**config.mk**
```make
export PLATFORM = sky130hd
export DESIGN_NAME = v3n_div_cell
export DESIGN_NICKNAME = d
export VERILOG_FILES = /design/src/hw/rtl/v3n_pkg.sv /design/src/hw/rtl/v3n_div_cell.sv
export SDC_FILE = /design/constraint.sdc
export NUM_CORES = 1
export LEC_CHECK = 0
export BUFFER_PORTS_ARGS = -buffer_cell sky130_fd_sc_hd__buf_2
export CORE_UTILIZATION = 23
export CTS_CLUSTER_SIZE = 20
export DETAILED_ROUTE_END_ITERATION = 6
export MAX_ROUTING_LAYER = met4
export PLACE_DENSITY = 0.56
export SLEW_MARGIN = 15
export SYNTH_ARGS = -nofsm -noshare
export SYNTH_HDL_FRONTEND = slang
export SYNTH_SLANG_ARGS = --single-unit
export TNS_END_PERCENT = 1
```
**constraint.sdc**
```tcl
create_clock -name clk -period 8.2 [get_ports clk]
set_clock_uncertainty 0.2 [all_clocks]
set_input_delay 1.64 -clock clk [delete_from_list [all_inputs] [get_ports clk]]
set_output_delay 1.64 -clock clk [all_outputs]
set_load 0.02 [all_outputs]
```
**src/hw/rtl/v3n_pkg.sv**
```systemverilog
`timescale 1ns / 1ps
// ----------------------------------------------------------------------------
// v3n_pkg
// Shared types and constants of the 3D vector normalization core.
// ----------------------------------------------------------------------------
package v3n_pkg;

  // Number of root bits produced by the square root chain.
  localparam int unsigned RootBits = 24;
  // Number of quotient bits produced by the divide chain.
  localparam int unsigned QuoBits = 16;
  // Width of the scaled numerator, magnitude shifted left by 22.
  localparam int unsigned NumBits = 38;
  // 1.0 with 14 fraction bits.
  localparam logic [15:0] UnitOne = 16'd16384;

  // Input word.
  typedef struct packed {
    logic signed [15:0] x_component;
    logic signed [15:0] y_component;
    logic signed [15:0] z_component;
  } v3n_in_t;

  // Result word.
  typedef struct packed {
    logic signed [15:0] unit_x;
    logic signed [15:0] unit_y;
    logic signed [15:0] unit_z;
    logic               zero_length;
  } v3n_out_t;

  // Per-vector data that rides along the whole pipeline.
  typedef struct packed {
    logic             zero;
    logic [2:0]       neg;
    logic [2:0][15:0] mag;
  } v3n_side_t;

  // Square root cell stage.
  typedef struct packed {
    logic                valid;
    v3n_side_t           side;
    logic [31:0]         rad;
    logic [25:0]         rem;
    logic [RootBits-1:0] root;
  } v3n_sq_t;

  // Divide cell stage, three lanes sharing one divisor.
  typedef struct packed {
    logic                     valid;
    v3n_side_t                side;
    logic [RootBits-1:0]      len;
    logic [2:0][NumBits-1:0]  rem;
    logic [2:0][QuoBits-1:0]  quo;
  } v3n_dv_t;

endpackage

```
**src/hw/rtl/v3n_div_cell.sv**
```systemverilog
`timescale 1ns / 1ps
// ----------------------------------------------------------------------------
// v3n_div_cell
// One restoring division step for three lanes that share a divisor: settles
// quotient bit STEP of each lane and passes the remainders on.
// ----------------------------------------------------------------------------
module v3n_div_cell
  import v3n_pkg::*;
#(
  parameter int unsigned STEP = 0
) (
  input  logic    clk,
  input  logic    rst,
  input  v3n_dv_t d,
  output v3n_dv_t q
);

  logic [NumBits+1:0] dvs;
  v3n_dv_t            q_next;

  // Compare each remainder with the shifted divisor and subtract on a fit.
  always_comb begin
    dvs          = (NumBits + 2)'(d.len) << STEP;
    q_next       = d;
    q_next.valid = rst ? 1'b0 : d.valid;
    for (int i = 0; i < 3; i++) begin
      if ({2'b00, d.rem[i]} >= dvs) begin
        q_next.rem[i] = NumBits'(d.rem[i] - dvs[NumBits-1:0]);
        q_next.quo[i] = d.quo[i] | (QuoBits'(1) << STEP);
      end
    end
  end

  // Stage register; only the valid flag is reset.
  always_ff @(posedge clk) begin
    q <= q_next;
  end

endmodule

```
==> metrics.md <==
| Metric | Value |
|---|---|
| Hold-fix buffers at CTS | `0` |
| Die Y | `215 microns` |
| Hold Slack | `0.969 ns` |
| Outcome | `complete, no violations` |
| Pwr Density | `around 240 nW/um^2` |
| Hold Vio Cnt, Final | `0` |
| Clk slew on worst S/H paths | `~0.070 ns` |
| Final net count | `1891` |
| Synth Area in Simple Gates | `15.2%` |
| Width of the chip | `215 microns` |
| Post-Syn Area | `10400 sq um` |
| Tightest Pin Transition | `0.887 ns` |
| Slew Limit Fails | `0` |
| Grt total ovfl | `0` |
| Synthesized flop and latch total | `239` |
| Layout area overhead | `38.4%` |
| Cts repair resizes | `0` |
| Setup repair bufs after CTS | `0` |
| CTS tree | `built` |
| Final setup TNS | `0 ns` |
| Gate Count Post-Synth | `1099` |
| Final setup viols | `0` |
| Drt wl/cell | `18.2 microns` |
| # port buffers | `479` |
| Share of post-route cells with drive strength above 1 | `35.3%` |
| Leakage | `6.74 nW` |
| Synth Area in Compound Gates | `16.5%` |
| Initial antenna violation count | `9` |
| Bufs on Longest Clock Path | `3` |
| Post-DRT Antenna Nets | `0` |
| Worst EP required | `8.43 ns` |
| Post-route cell area | `14400 sq um` |
| Crit path DAT | `5.08 ns` |
| Root Buffer | `clkbuf_16` |
| Post-Route WL | `39900 microns` |
| Yosys cell types | `71` |
| Ys async rst share | `0%` |
| Pwr Total | `around 3.4 mW` |
| Routability Congestion | `0.896` |
| Vias in the first global route | `9557` |
| Largest family of logic cells by synthesized area | `compound AO/OA/AOI/OAI gates` |
| Class of the worst hold path | `input pin to flop` |
| Seq/Total Area, Yosys | `45.9%` |
| Number of H-tree levels | `1` |
| EDFF count, synth | `0` |
| DR iter-0 viols | `roughly 500` |
| HPWL after DPL | `33200 microns` |
| Post-Synthesis Net Count | `about 1400` |
| Placed cell area | `approximately 13000 sq um` |
| First-pass GRT wire length | `58500 microns` |
| Max FFs per register | `~240` |
| Net switching fraction of the power | `31.5%` |
| Switching pwr | `1.08 mW` |
| Mux contribution to synthesized area | `roughly 1.3%` |
| Cts bufs inserted | `29` |
| I/O pin cnt | `between 400 and 500` |
| RSZ-0062 raised after global routing | `no` |
| Sequential power share | `38.5%` |
| Syn_area_per_cell | `roughly 9.5 sq um` |
| Combinational power share | `23.2%` |
| Worst setup SP type | `input pin` |
| Synth Warn # | `0` |
| 1st-pass router iterations | `4` |
| Final core occ | `32.4%` |
| Final worst path period share | `around three fifths` |
| Clock Sinks | `239` |
| Xor and xnor area share after synthesis | `8.65%` |
| Die area | `46200 sq um` |
| Int Power | `2.36 mW` |
| Kind of critical path | `input pin to flop` |
| Largest net degree at the start of global routing | `58` |
| Initial Utilization | `23.4%` |
| Post-Synth Adder-Cell Area | `9.21%` |
| Via count | `9820` |
| Core box area | `44500 sq um` |
| Largest Register | `q` |
| Total track usage | `17.1%` |
| Fmax | `206 MHz` |
| Peak VDD IR | `0.188 mV` |
| Rows | `77` |
| Max cap viols | `0` |
| Clock power share | `38.3%` |
| Vias per cell | `4.47` |
| Top Registers | `q: 239 flops` |
| Drc violations | `0` |
| Minimum clock period | `4.85 ns` |
| Crit path max fanout | `57` |
| CP endpoint kind | `flop` |
| Main synth FF type | `dfxtp_1` |
| Slew headroom | `40.9%` |
## metrics by stage
stage               cells  setup WS, ns
floorplan            1099          3.69
global placement     2136          2.88
detailed placement   2136          2.78
CTS                  2189          3.39
global route         2198          3.16
finish               2198          3.35
## cell usage in the layout (no fill, tap or decap), types with 4 or more instances in the layout
master	n
o21ai_0	68
o21bai_1	6
o31ai_1	8
a211o_1	4
xor2_1	58
clkinv_2	4
a21oi_1	98
nor3_1	20
nand3_1	21
buf_2	479
nor4_1	11
diode_2	9
nor2_1	66
dfxtp_1	239
and3_1	10
o21a_1	11
o211ai_1	12
inv_1	43
a31oi_1	14
or3_1	12
nand4_1	16
nand2_1	95
a21o_1	24
xnor2_1	45
nand2b_1	13
nor2b_1	11
clkbuf_16	29
clkinvlp_4	4
ha_1	72
or2_2	4
clkinv_4	4
a211oi_1	10
mux2_2	10
a22o_1	4
## Yosys cell counts, types with 13 or more instances
master	n	area [sq um]
a31oi_1	14	87.6
nand4_1	16	100
xnor2_1	45	394
o21ai_0	68	340
nand2b_1	13	81.3
clkbuf_1	21	78.8
inv_1	43	161
a21oi_1	98	490
ha_1	72	901
nand2_1	95	357
a21o_1	24	180
nor3_1	20	100
xor2_1	58	508
dfxtp_1	239	4780
nand3_1	21	105
nor2_1	66	248
## per-layer routing
layer | global-route usage, % | vias to the layer above | part of all wire, %
met5 | - | - | 0
met4 | 5.83 | 0 | 3.1
met3 | 4.35 | 51 | 6.8
met2 | 28.6 | 381 | 48
met1 | 19.7 | 4528 | 42
li1 | - | 4860 | -
## power by group through the flow
stage               Clock [mW]  Combinational [mW]  Sequential (mW)
floorplan                    0               0.313             1.51
global placement             0               0.802             1.35
detailed placement           0               0.801             1.35
CTS                       1.37               0.806             1.33
global route              1.41               0.867             1.34
finish                    1.32               0.801             1.33
## logic make-up after synthesis
group / after synthesis
muxes: 12
buffers and inverters: 79
adders and majority gates: 75
AOI/OAI and AO/OA: 280
and+or+nand+nor: 311
xor gates and xnor gates: 103
DFF: 239
## critical path: stages
cell and delay, ns:
buf_2 0.18, ha_1 0.18, inv_1 0.06, fa_1 0.39, a21o_1 0.19, a21oi_1 0.22
o21ai_1 0.19, a22o_1 0.26, a211oi_1 0.45, o41a_2 0.80, or4b_4 0.30, nor4_2 0.05
xor2_1 0.15
## final timing paths
| kind | from | to | slack, ns | cells after the start |
|---|---|---|---|---|
| worst max-delay path | d[162] | q[160] | 3.35 | 13 |
| worst min-delay path | d[177] | q[177] | 0.97 | 1 |
## layout make-up
class	instances	area [sq um]
fillers	4705	30100
repair buffers	481	2410
multi-input cells	781	5310
flip-flops and latches	239	4780
clock inverters	19	224
well taps	592	741
diodes	9	22.5
inverters	43	161
clock buffers	34	774
Note: power is estimated with default switching activity, not from simulation.
