`config.mk`:
```
export PLATFORM = sky130hd
export DESIGN_NAME = v3n_sqrt_cell
export DESIGN_NICKNAME = d
export VERILOG_FILES = /design/src/hw/rtl/v3n_pkg.sv /design/src/hw/rtl/v3n_sqrt_cell.sv
export SDC_FILE = /design/constraint.sdc
export NUM_CORES = 1
export LEC_CHECK = 0
export ABC_CLOCK_PERIOD_IN_PS = 2870
export BUFFER_PORTS_ARGS = -buffer_cell sky130_fd_sc_hd__buf_4
export CAP_MARGIN = 25
export CORE_MARGIN = 5
export CORE_UTILIZATION = 43
export DETAILED_ROUTE_END_ITERATION = 10
export PLACE_DENSITY = 0.79
export SLEW_MARGIN = 20
export SYNTH_ARGS = -nofsm -noshare
export SYNTH_HDL_FRONTEND = slang
export SYNTH_SLANG_ARGS = --single-unit
export TNS_END_PERCENT = 100
```
`constraint.sdc`:
```
create_clock -name clk -period 2.87 [get_ports clk]
set_input_delay 0.574 -clock clk [delete_from_list [all_inputs] [get_ports clk]]
set_output_delay 0.574 -clock clk [all_outputs]
set_load 0.02 [all_outputs]
```
`src/hw/rtl/v3n_pkg.sv`:
```
`timescale 1ns / 1ps
// ----------------------------------------------------------------------------
// v3n_pkg
// Shared types and constants of the 3D vector normalization core.
// ----------------------------------------------------------------------------
package v3n_pkg;

  // Number of root bits produced by the square root chain.
  localparam int unsigned RootBits = 24;
  // Number of quotient bits produced by the divide chain.
  localparam int unsigned QuoBits = 16;
  // Width of the scaled numerator, magnitude shifted left by 22.
  localparam int unsigned NumBits = 38;
  // 1.0 with 14 fraction bits.
  localparam logic [15:0] UnitOne = 16'd16384;

  // Input word.
  typedef struct packed {
    logic signed [15:0] x_component;
    logic signed [15:0] y_component;
    logic signed [15:0] z_component;
  } v3n_in_t;

  // Result word.
  typedef struct packed {
    logic signed [15:0] unit_x;
    logic signed [15:0] unit_y;
    logic signed [15:0] unit_z;
    logic               zero_length;
  } v3n_out_t;

  // Per-vector data that rides along the whole pipeline.
  typedef struct packed {
    logic             zero;
    logic [2:0]       neg;
    logic [2:0][15:0] mag;
  } v3n_side_t;

  // Square root cell stage.
  typedef struct packed {
    logic                valid;
    v3n_side_t           side;
    logic [31:0]         rad;
    logic [25:0]         rem;
    logic [RootBits-1:0] root;
  } v3n_sq_t;

  // Divide cell stage, three lanes sharing one divisor.
  typedef struct packed {
    logic                     valid;
    v3n_side_t                side;
    logic [RootBits-1:0]      len;
    logic [2:0][NumBits-1:0]  rem;
    logic [2:0][QuoBits-1:0]  quo;
  } v3n_dv_t;

endpackage

```
`src/hw/rtl/v3n_sqrt_cell.sv`:
```
`timescale 1ns / 1ps
// ----------------------------------------------------------------------------
// v3n_sqrt_cell
// One digit of the bit-serial integer square root: takes two radicand bits
// and settles one root bit, then hands the partial result to the next cell.
// ----------------------------------------------------------------------------
module v3n_sqrt_cell
  import v3n_pkg::*;
(
  input  logic    clk,
  input  logic    rst,
  input  v3n_sq_t d,
  output v3n_sq_t q
);

  logic [26:0] shifted;
  logic [26:0] trial;
  logic        fits;
  v3n_sq_t     q_next;

  // Bring in the next two radicand bits and try the candidate root bit.
  always_comb begin
    shifted = {d.rem[24:0], d.rad[31:30]};
    trial   = {1'b0, d.root, 2'b01};
    fits    = shifted >= trial;
    q_next       = d;
    q_next.valid = rst ? 1'b0 : d.valid;
    q_next.rad   = {d.rad[29:0], 2'b00};
    if (fits) begin
      q_next.rem  = 26'(shifted - trial);
      q_next.root = {d.root[RootBits-2:0], 1'b1};
    end else begin
      q_next.rem  = shifted[25:0];
      q_next.root = {d.root[RootBits-2:0], 1'b0};
    end
  end

  // Stage register; only the valid flag is reset.
  always_ff @(posedge clk) begin
    q <= q_next;
  end

endmodule

```
==> qor.csv, run 1 <==
stage,metric,value,unit
flow_run,maxCapViolations,0,
critical_path,crit_slowest_cell,ha_1,
logic_synthesis,synth_seq_cells,133,
final_layout,largest_reg_flops,133,
status,outcome,"complete, no violations",
detailed_routing,wl_per_cell,18.4,um
logic_synthesis,syn_area,4600,um^2
die,die_area,12900,um^2
clock_network,cts_resized,0,
die,fp.dieH,113,um
detailed_routing,antenna_left,0,
detailed_routing,drt_iter0_drc,258,
clock_network,cts_tree,yes,
timing,drv_slew,0,
logic_synthesis,synth_top_family_by_area,compound AO/OA/AOI/OAI gates,
detailed_routing,firstDrtPassIters,4,
logic_synthesis,syn_avg_cell_area,11.9,um^2
logic_synthesis,synth-simple-area-share,6.94,%
die,dieWidth,113,um
final_layout,drive_above_1_share,51.6,%
power_and_ir_drop,p_leak,3.72,nW
timing,rsz0062_at_grt,no,
global_routing,antenna_found_initial,0,
clock_network,ctsHoldBuffers,0,
clock_network,clock-sinks,133,
critical_path,critPathRequiredTime,3280,ps
global_routing,gr-usage-all-layers,23.2,%
logic_synthesis,yosysTopAreaCellShare,57.9,%
timing,setup_tns,0,ps
timing,period_needed,2300,ps
power_and_ir_drop,power.density,717,nW/um^2
critical_path,crit_chain,"buf_4, inv_1, ha_1, a21oi_1, o21ai_0, a21oi_2, o211ai_2, o22ai_4, o21ai_4, buf_12, mux2_2",
detailed_routing,drc,0,
logic_synthesis,synth-compound-area-share,11.2,%
global_routing,grt_pass1_vias,4002,
clock_network,h-tree-depth,4,
logic_synthesis,synth_area_leaders,"dfxtp_1 58%, ha_1 7.1%, mux2_4 5.2%, a21oi_1 2.9%, xor2_1 2.5%",
logic_synthesis,synth_cells,387,
clock_network,post_cts_buffers,0,
place,gp_congestion,0.903,
detailed_routing,avgViaCountPerCell,4.74,
global_routing,grt_max_degree,17,
critical_path,crit_start,d[10],
logic_synthesis,ys_seq_area_share,57.9,%
timing,fmax,435,MHz
final_layout,area_growth,61.5,%
global_routing,gr-total-overflow,0,
detailed_routing,vias,3925,
die,start_util,44.4,%
critical_path,cpPeakStageDelay,400,ps
final_layout,num_antenna_cells,0,
clock_network,numCtsBuffers,17,
place,port_buffers,268,
timing,finalHoldViolations,0,
logic_synthesis,synth_adder_area_share,7.07,%
timing,setup_viol_count_final,0,
power_and_ir_drop,max-vdd-ir-drop,0.422,mV
power_and_ir_drop,power.total,5.33,mW
logic_synthesis,synth-xor-area-share,4.57,%
logic_synthesis,yosys.area.top_type,dfxtp_1,
critical_path,crit_fanout,14,
worst_hold_path,hold_start,d[54],
clock_network,clkSlewWorstSetupHoldPaths,60,ps
die,coreArea,10400,um^2
final_layout,top_register,q,
final_layout,top_regs,q x133,
clock_network,clk_root_buffer_cell,clkbuf_8,
place,dp_hpwl,12400,um
critical_path,cp-start-kind,primary input,
clock_network,clockBufferDepth,2,
logic_synthesis,synth.distinct_cells,51,
global_routing,grt_pass1_wl,22300,um
critical_path,criticalPathCategory,primary input to flip-flop,
critical_path,end_kind,flip-flop,
detailed_routing,drt-total-wl,15200,um
die,num_rows,37,
worst_hold_path,hp-class,primary input to flip-flop,
die,ios,272,
final_layout,nets,842,
timing,finalCritPeriodShare,80.1,%
logic_synthesis,ys_warn_count,0,
critical_path,arrival,2700,ps
logic_synthesis,synth.area.mux_share,7.37,%
[stage by stage]
stage                     util, %  worst slack, ps  std cells  instance area, um^2  hold slack (ps)
after floorplan                 -              275        388                 4600              602
after global placement       65.9              110        796                 6830              678
after detailed placement     65.9             58.8        796                 6830              680
after CTS                    71.6              600        828                 7430              117
after global routing         71.6              464        828                 7430              109
final                        71.6              571        828                 7430              148
[critical path, delay by kind of cell]
| family | cells | cell delay, ps |
|---|---|---|
| compound gates | 6 | 1040 |
| fa+ha+maj | 1 | 400 |
| mux | 1 | 350 |
| buf+inv | 3 | 320 |
[power by group]
group | switching (mW) | internal (mW) | leakage, nW
Clock | 0.792 | 1.33 | 0.288
Combinational | 0.578 | 0.571 | 2.31
Sequential | 0.0441 | 2.01 | 1.12
Total | 1.41 | 3.91 | 3.72
[worst paths after layout]
| kind | slack [ps] | end | cells after the start |
|---|---|---|---|
| min | 150 | q[56]$_DFF_P_ | 1 |
| max | 570 | q[29]$_DFF_P_ | 11 |
[area by class of cell]
cell class | count | area [um^2]
fillers | 766 | 2940
inverters | 30 | 113
repair buffers | 286 | 2170
clock inverters | 10 | 120
well taps | 136 | 170
flip-flops and latches | 133 | 2660
multi-input cells | 211 | 1720
clock buffers | 22 | 473
[Yosys cell counts, drive strengths merged]
| cell | n |
|---|---|
| and2b | 1 |
| inv | 30 |
| and3 | 1 |
| o221a | 2 |
| nor4 | 1 |
| o41ai | 1 |
| ha | 26 |
| nand4 | 9 |
| nor2b | 5 |
| mux2i | 2 |
| or3 | 1 |
| o21bai | 2 |
| a211o | 1 |
| o21ai | 12 |
| a31oi | 3 |
| a31o | 1 |
| xnor2 | 11 |
| o2111ai | 1 |
| dfxtp | 133 |
| nand2 | 26 |
| and2 | 2 |
| nand3 | 6 |
| buf | 12 |
| o31ai | 3 |
| a211oi | 1 |
| conb | 1 |
| xor2 | 13 |
| o221ai | 3 |
| mux2 | 23 |
| o21ba | 1 |
| a21o | 3 |
| o21a | 4 |
| a21oi | 29 |
| o22ai | 1 |
| o211ai | 3 |
| nor2 | 8 |
| nor3 | 2 |
| clkbuf | 2 |
| o211a | 1 |
[placed cells by master (no fill, tap or decap), drive strengths merged, types with 4 or more instances in the layout]
master,count
nand3,6
buf,286
ha,26
o21a,4
nand4,9
clkbuf,22
xnor2,11
dfxtp,133
inv,32
xor2,13
a21oi,29
nor2,8
nor2b,5
nand2,26
mux2,23
o21ai,12
clkinv,4
[cells by family (layout without fill, tap and decap cells)]
logic type	after synthesis	after routing
DFF	133	133
AOI/OAI and AO/OA	72	72
and+or+nand+nor	62	62
buffers and inverters	44	348
adders and majority gates	26	26
muxes	25	25
xor gates and xnor gates	24	24
other	1	2
[routing by layer]
metal / up-vias / share of wire [%] / global-route usage, %
li1: 1899 / - / -
met1: 1811 / 34 / 22.2
met2: 186 / 53 / 42.4
met3: 29 / 10 / 11.6
met4: 0 / 2.6 / 8.81
met5: - / 0 / 0
No activity file was read; power rests on OpenSTA's default activity.
==> run 2, diff against run 1 <==
--- a/config.mk
+++ b/config.mk
@@ -5,7 +5,7 @@
 export SDC_FILE = /design/constraint.sdc
 export NUM_CORES = 1
 export LEC_CHECK = 0
-export ABC_CLOCK_PERIOD_IN_PS = 2870
+export ABC_CLOCK_PERIOD_IN_PS = 2250
 export BUFFER_PORTS_ARGS = -buffer_cell sky130_fd_sc_hd__buf_4
 export CAP_MARGIN = 25
 export CORE_MARGIN = 5
==> constraint.sdc (replaced) <==
create_clock -name clk -period 2.25 [get_ports clk]
set_input_delay 0.45 -clock clk [delete_from_list [all_inputs] [get_ports clk]]
set_output_delay 0.45 -clock clk [all_outputs]
set_load 0.02 [all_outputs]
==> run 2 against run 1 <==
Final area rose by 8.6%. Critical path depth fell by 1. Via count rose by 6.5%. Largest power group unchanged. Global-route usage rose by 2.2 points. Combinational power rose by 44%. Highest routed layer is now met5. Core utilization rose by 6.2 points.
==> qor.csv, run 2 (synthesized netlist as in run 1, its figures left out) <==
stage,metric,value,unit,change
power_and_ir_drop,power.density,862,nW/um^2,was 717 nW/um^2
die,start_util,44.4,%,unchanged
clock_network,cts_resized,0,,unchanged
clock_network,h-tree-depth,4,,unchanged
critical_path,criticalPathCategory,primary input to flip-flop,,unchanged
timing,finalCritPeriodShare,91.4,%,
die,die_area,12900,um^2,unchanged
global_routing,grt_pass1_wl,24700,um,was 22300 um
critical_path,crit_chain,"buf_4, inv_1, ha_1, and2b_1, o2111ai_1, a21oi_2, a21oi_1, o31ai_1, mux2i_1, mux2_4",,"was buf_4, inv_1, ha_1, a21oi_1, o21ai_0, a21oi_2, o211ai_2, o22ai_4, o21ai_4, buf_12, mux2_2"
die,coreArea,10400,um^2,unchanged
global_routing,grt_pass1_vias,4415,,was 4002
die,ios,272,,unchanged
status,outcome,"complete, no violations",,unchanged
final_layout,final_util,77.8,%,was 71.6%
clock_network,clock-sinks,133,,unchanged
power_and_ir_drop,p_seq_share,37.7,%,was 38.5%
die,dieWidth,113,um,unchanged
flow_run,maxCapViolations,0,,unchanged
power_and_ir_drop,combPwrFrac,23.8,%,was 21.6%
power_and_ir_drop,switchingPower,1.86,mW,was 1.41 mW
timing,setup_viol_count_final,0,,unchanged
critical_path,critPathRequiredTime,2660,ps,was 3280 ps
worst_hold_path,whs_endpoint,q[107]$_DFF_P_,,was q[56]$_DFF_P_
critical_path,crit_slowest_cell,o31ai_1,,was ha_1
final_layout,final_cell_mix,"335 x buf_4, 133 x dfxtp_1, 25 x a21oi_1",,"was 284 x buf_4, 133 x dfxtp_1, 30 x inv_1"
final_layout,multi_input_area,1890,um^2,was 1720 um^2
global_routing,gr-usage-all-layers,25.4,%,was 23.2%
critical_path,path_depth,10,,was 11
timing,finalHoldViolations,0,,unchanged
power_and_ir_drop,power_switching_share,26.8,%,was 26.5%
critical_path,crit_fanout,3,,was 14
critical_path,path_buf_inv,2,,was 3
clock_network,cts_tree,yes,,unchanged
timing,tightest_slew,598,ps,
final_layout,num_antenna_cells,0,,unchanged
timing,period_needed,2060,ps,
place,gp_congestion,0.891,,was 0.903
critical_path,arrival,2470,ps,was 2700 ps
critical_path,cp-start-kind,primary input,,unchanged
global_routing,antenna_found_initial,2,,was 0
place,dp.cells,847,,was 796
final_layout,fillerInstances,679,,was 766
final_layout,largest_reg_flops,133,,unchanged
clock_network,numCtsBuffers,17,,unchanged
final_layout,top_register,q,,unchanged
detailed_routing,drc,0,,unchanged
place,port_buffers,268,,unchanged
clock_network,clk_root_buffer_cell,clkbuf_8,,unchanged
detailed_routing,firstDrtPassIters,4,,unchanged
worst_hold_path,hold_depth,1,,unchanged
clock_network,clkSlewWorstSetupHoldPaths,60,ps,about the same
critical_path,end_kind,flip-flop,,unchanged
detailed_routing,drt_iter0_drc,266,,was 258
timing,rsz0062_at_grt,no,,unchanged
final_layout,layout_commonest_cell,buf_4,,unchanged
power_and_ir_drop,p_leak,3.98,nW,was 3.72 nW
final_layout,area_growth,75.4,%,was 61.5%
global_routing,grt_max_degree,17,,unchanged
power_and_ir_drop,clock_power_share,38.4,%,was 39.9%
die,fp.dieH,113,um,unchanged
power_and_ir_drop,p_int,5.09,mW,was 3.91 mW
critical_path,cpPeakStageDelay,520,ps,was 400 ps
timing,fmax,486,MHz,
timing,slew-limit-headroom,59.8,%,
power_and_ir_drop,max-vdd-ir-drop,0.525,mV,was 0.422 mV
detailed_routing,vias,4182,,was 3925
detailed_routing,antenna_left,0,,unchanged
final_layout,regArea,2660,um^2,unchanged
worst_hold_path,hp-class,primary input to flip-flop,,unchanged
worst_hold_path,hold_start,d[107],,was d[54]
clock_network,clockBufferDepth,2,,unchanged
global_routing,gr-total-overflow,0,,unchanged
final_layout,nets,900,,was 842
critical_path,cpLargestDelayFamily,compound AO/OA/AOI/OAI gates,,unchanged
final_layout,drive_above_1_share,57.5,%,was 51.6%
timing,drv_slew,0,,unchanged
detailed_routing,drt-total-wl,16200,um,was 15200 um
final_layout,top_regs,q x133,,unchanged
detailed_routing,avgViaCountPerCell,4.73,,was 4.74
final_layout,final_cells,885,,was 828
detailed_routing,wl_per_cell,18.3,um,was 18.4 um
place,dp_hpwl,13300,um,was 12400 um
die,num_rows,37,,unchanged
==> run 2: changes by cell type in the layout (fill, tap and decap cells not counted), moves of 3 or more <==
cell and delta:
buf_4 +51, ha_1 -12, ha_4 +12, dlygate4sd3_1 +7, inv_1 -7, inv_2 +3
inv_8 +3
==> run 2: worst max-delay path by stage <==
| stage | slack [ps] | start | to |
|---|---|---|---|
| after floorplan | -120 | d[12] | q[32]$_DFF_P_ |
| after global placement | -290 | d[0] | q[48]$_DFF_P_ |
| after detailed placement | -340 | d[0] | q[48]$_DFF_P_ |
| after CTS | 220 | d[0] | q[38]$_DFF_P_ |
| after global routing | 60 | d[80] | q[48]$_DFF_P_ |
| final | 190 | d[80] | q[48]$_DFF_P_ |
==> run 2: power by group through the flow <==
stage	logic (mW)	registers, mW	clock network [mW]
4_1_cts	1.66	2.62	2.72
6_report	1.66	2.62	2.67
5_1_grt	1.76	2.64	2.84
3_5_place_dp	1.64	2.67	0
2_1_floorplan	0.592	2.93	0
3_3_place_gp	1.61	2.66	0
==> run 2: metal layers <==
layer / track usage, % / routed length, um / vias to the layer above
met5: 0 / 21 / -
met4: 7.13 / 262 / 4
met3: 9.76 / 1350 / 31
met2: 47.0 / 8780 / 173
met1: 26.7 / 5820 / 1959
li1: - / - / 2015
==> run 2: what timing repair did <==
action                                  in CTS  in global routing
buffers inserted                             0                  0
hold buffers                                 7                  0
hold endpoints to repair                     7                  0
endpoints found under the setup margin       0                  0
==> run 2: through the flow <==
step | setup slack, ps | power, mW | instance area, um^2 | TNS [ps] | hold slack (ps)
2_1_floorplan | -117 | 3.52 | 4850 | -1870 | 478
6_report | 194 | 6.95 | 8070 | 0 | 27.1
5_1_grt | 59.9 | 7.24 | 8070 | 0 | 0.621
3_5_place_dp | -338 | 4.31 | 7410 | -8150 | 556
3_3_place_gp | -286 | 4.27 | 7410 | -5910 | 555
4_1_cts | 221 | 7.01 | 8070 | 0 | 0.0243
==> run 2: cell type report <==
type                       instances  area share (%)
inverter                          30            1.71
clock inverter                    11            1.55
sequential                       133            33.0
tap                              136            2.11
timing repair buffer             344            32.5
clock buffer                      20            5.65
multi-input combinational        211            23.4
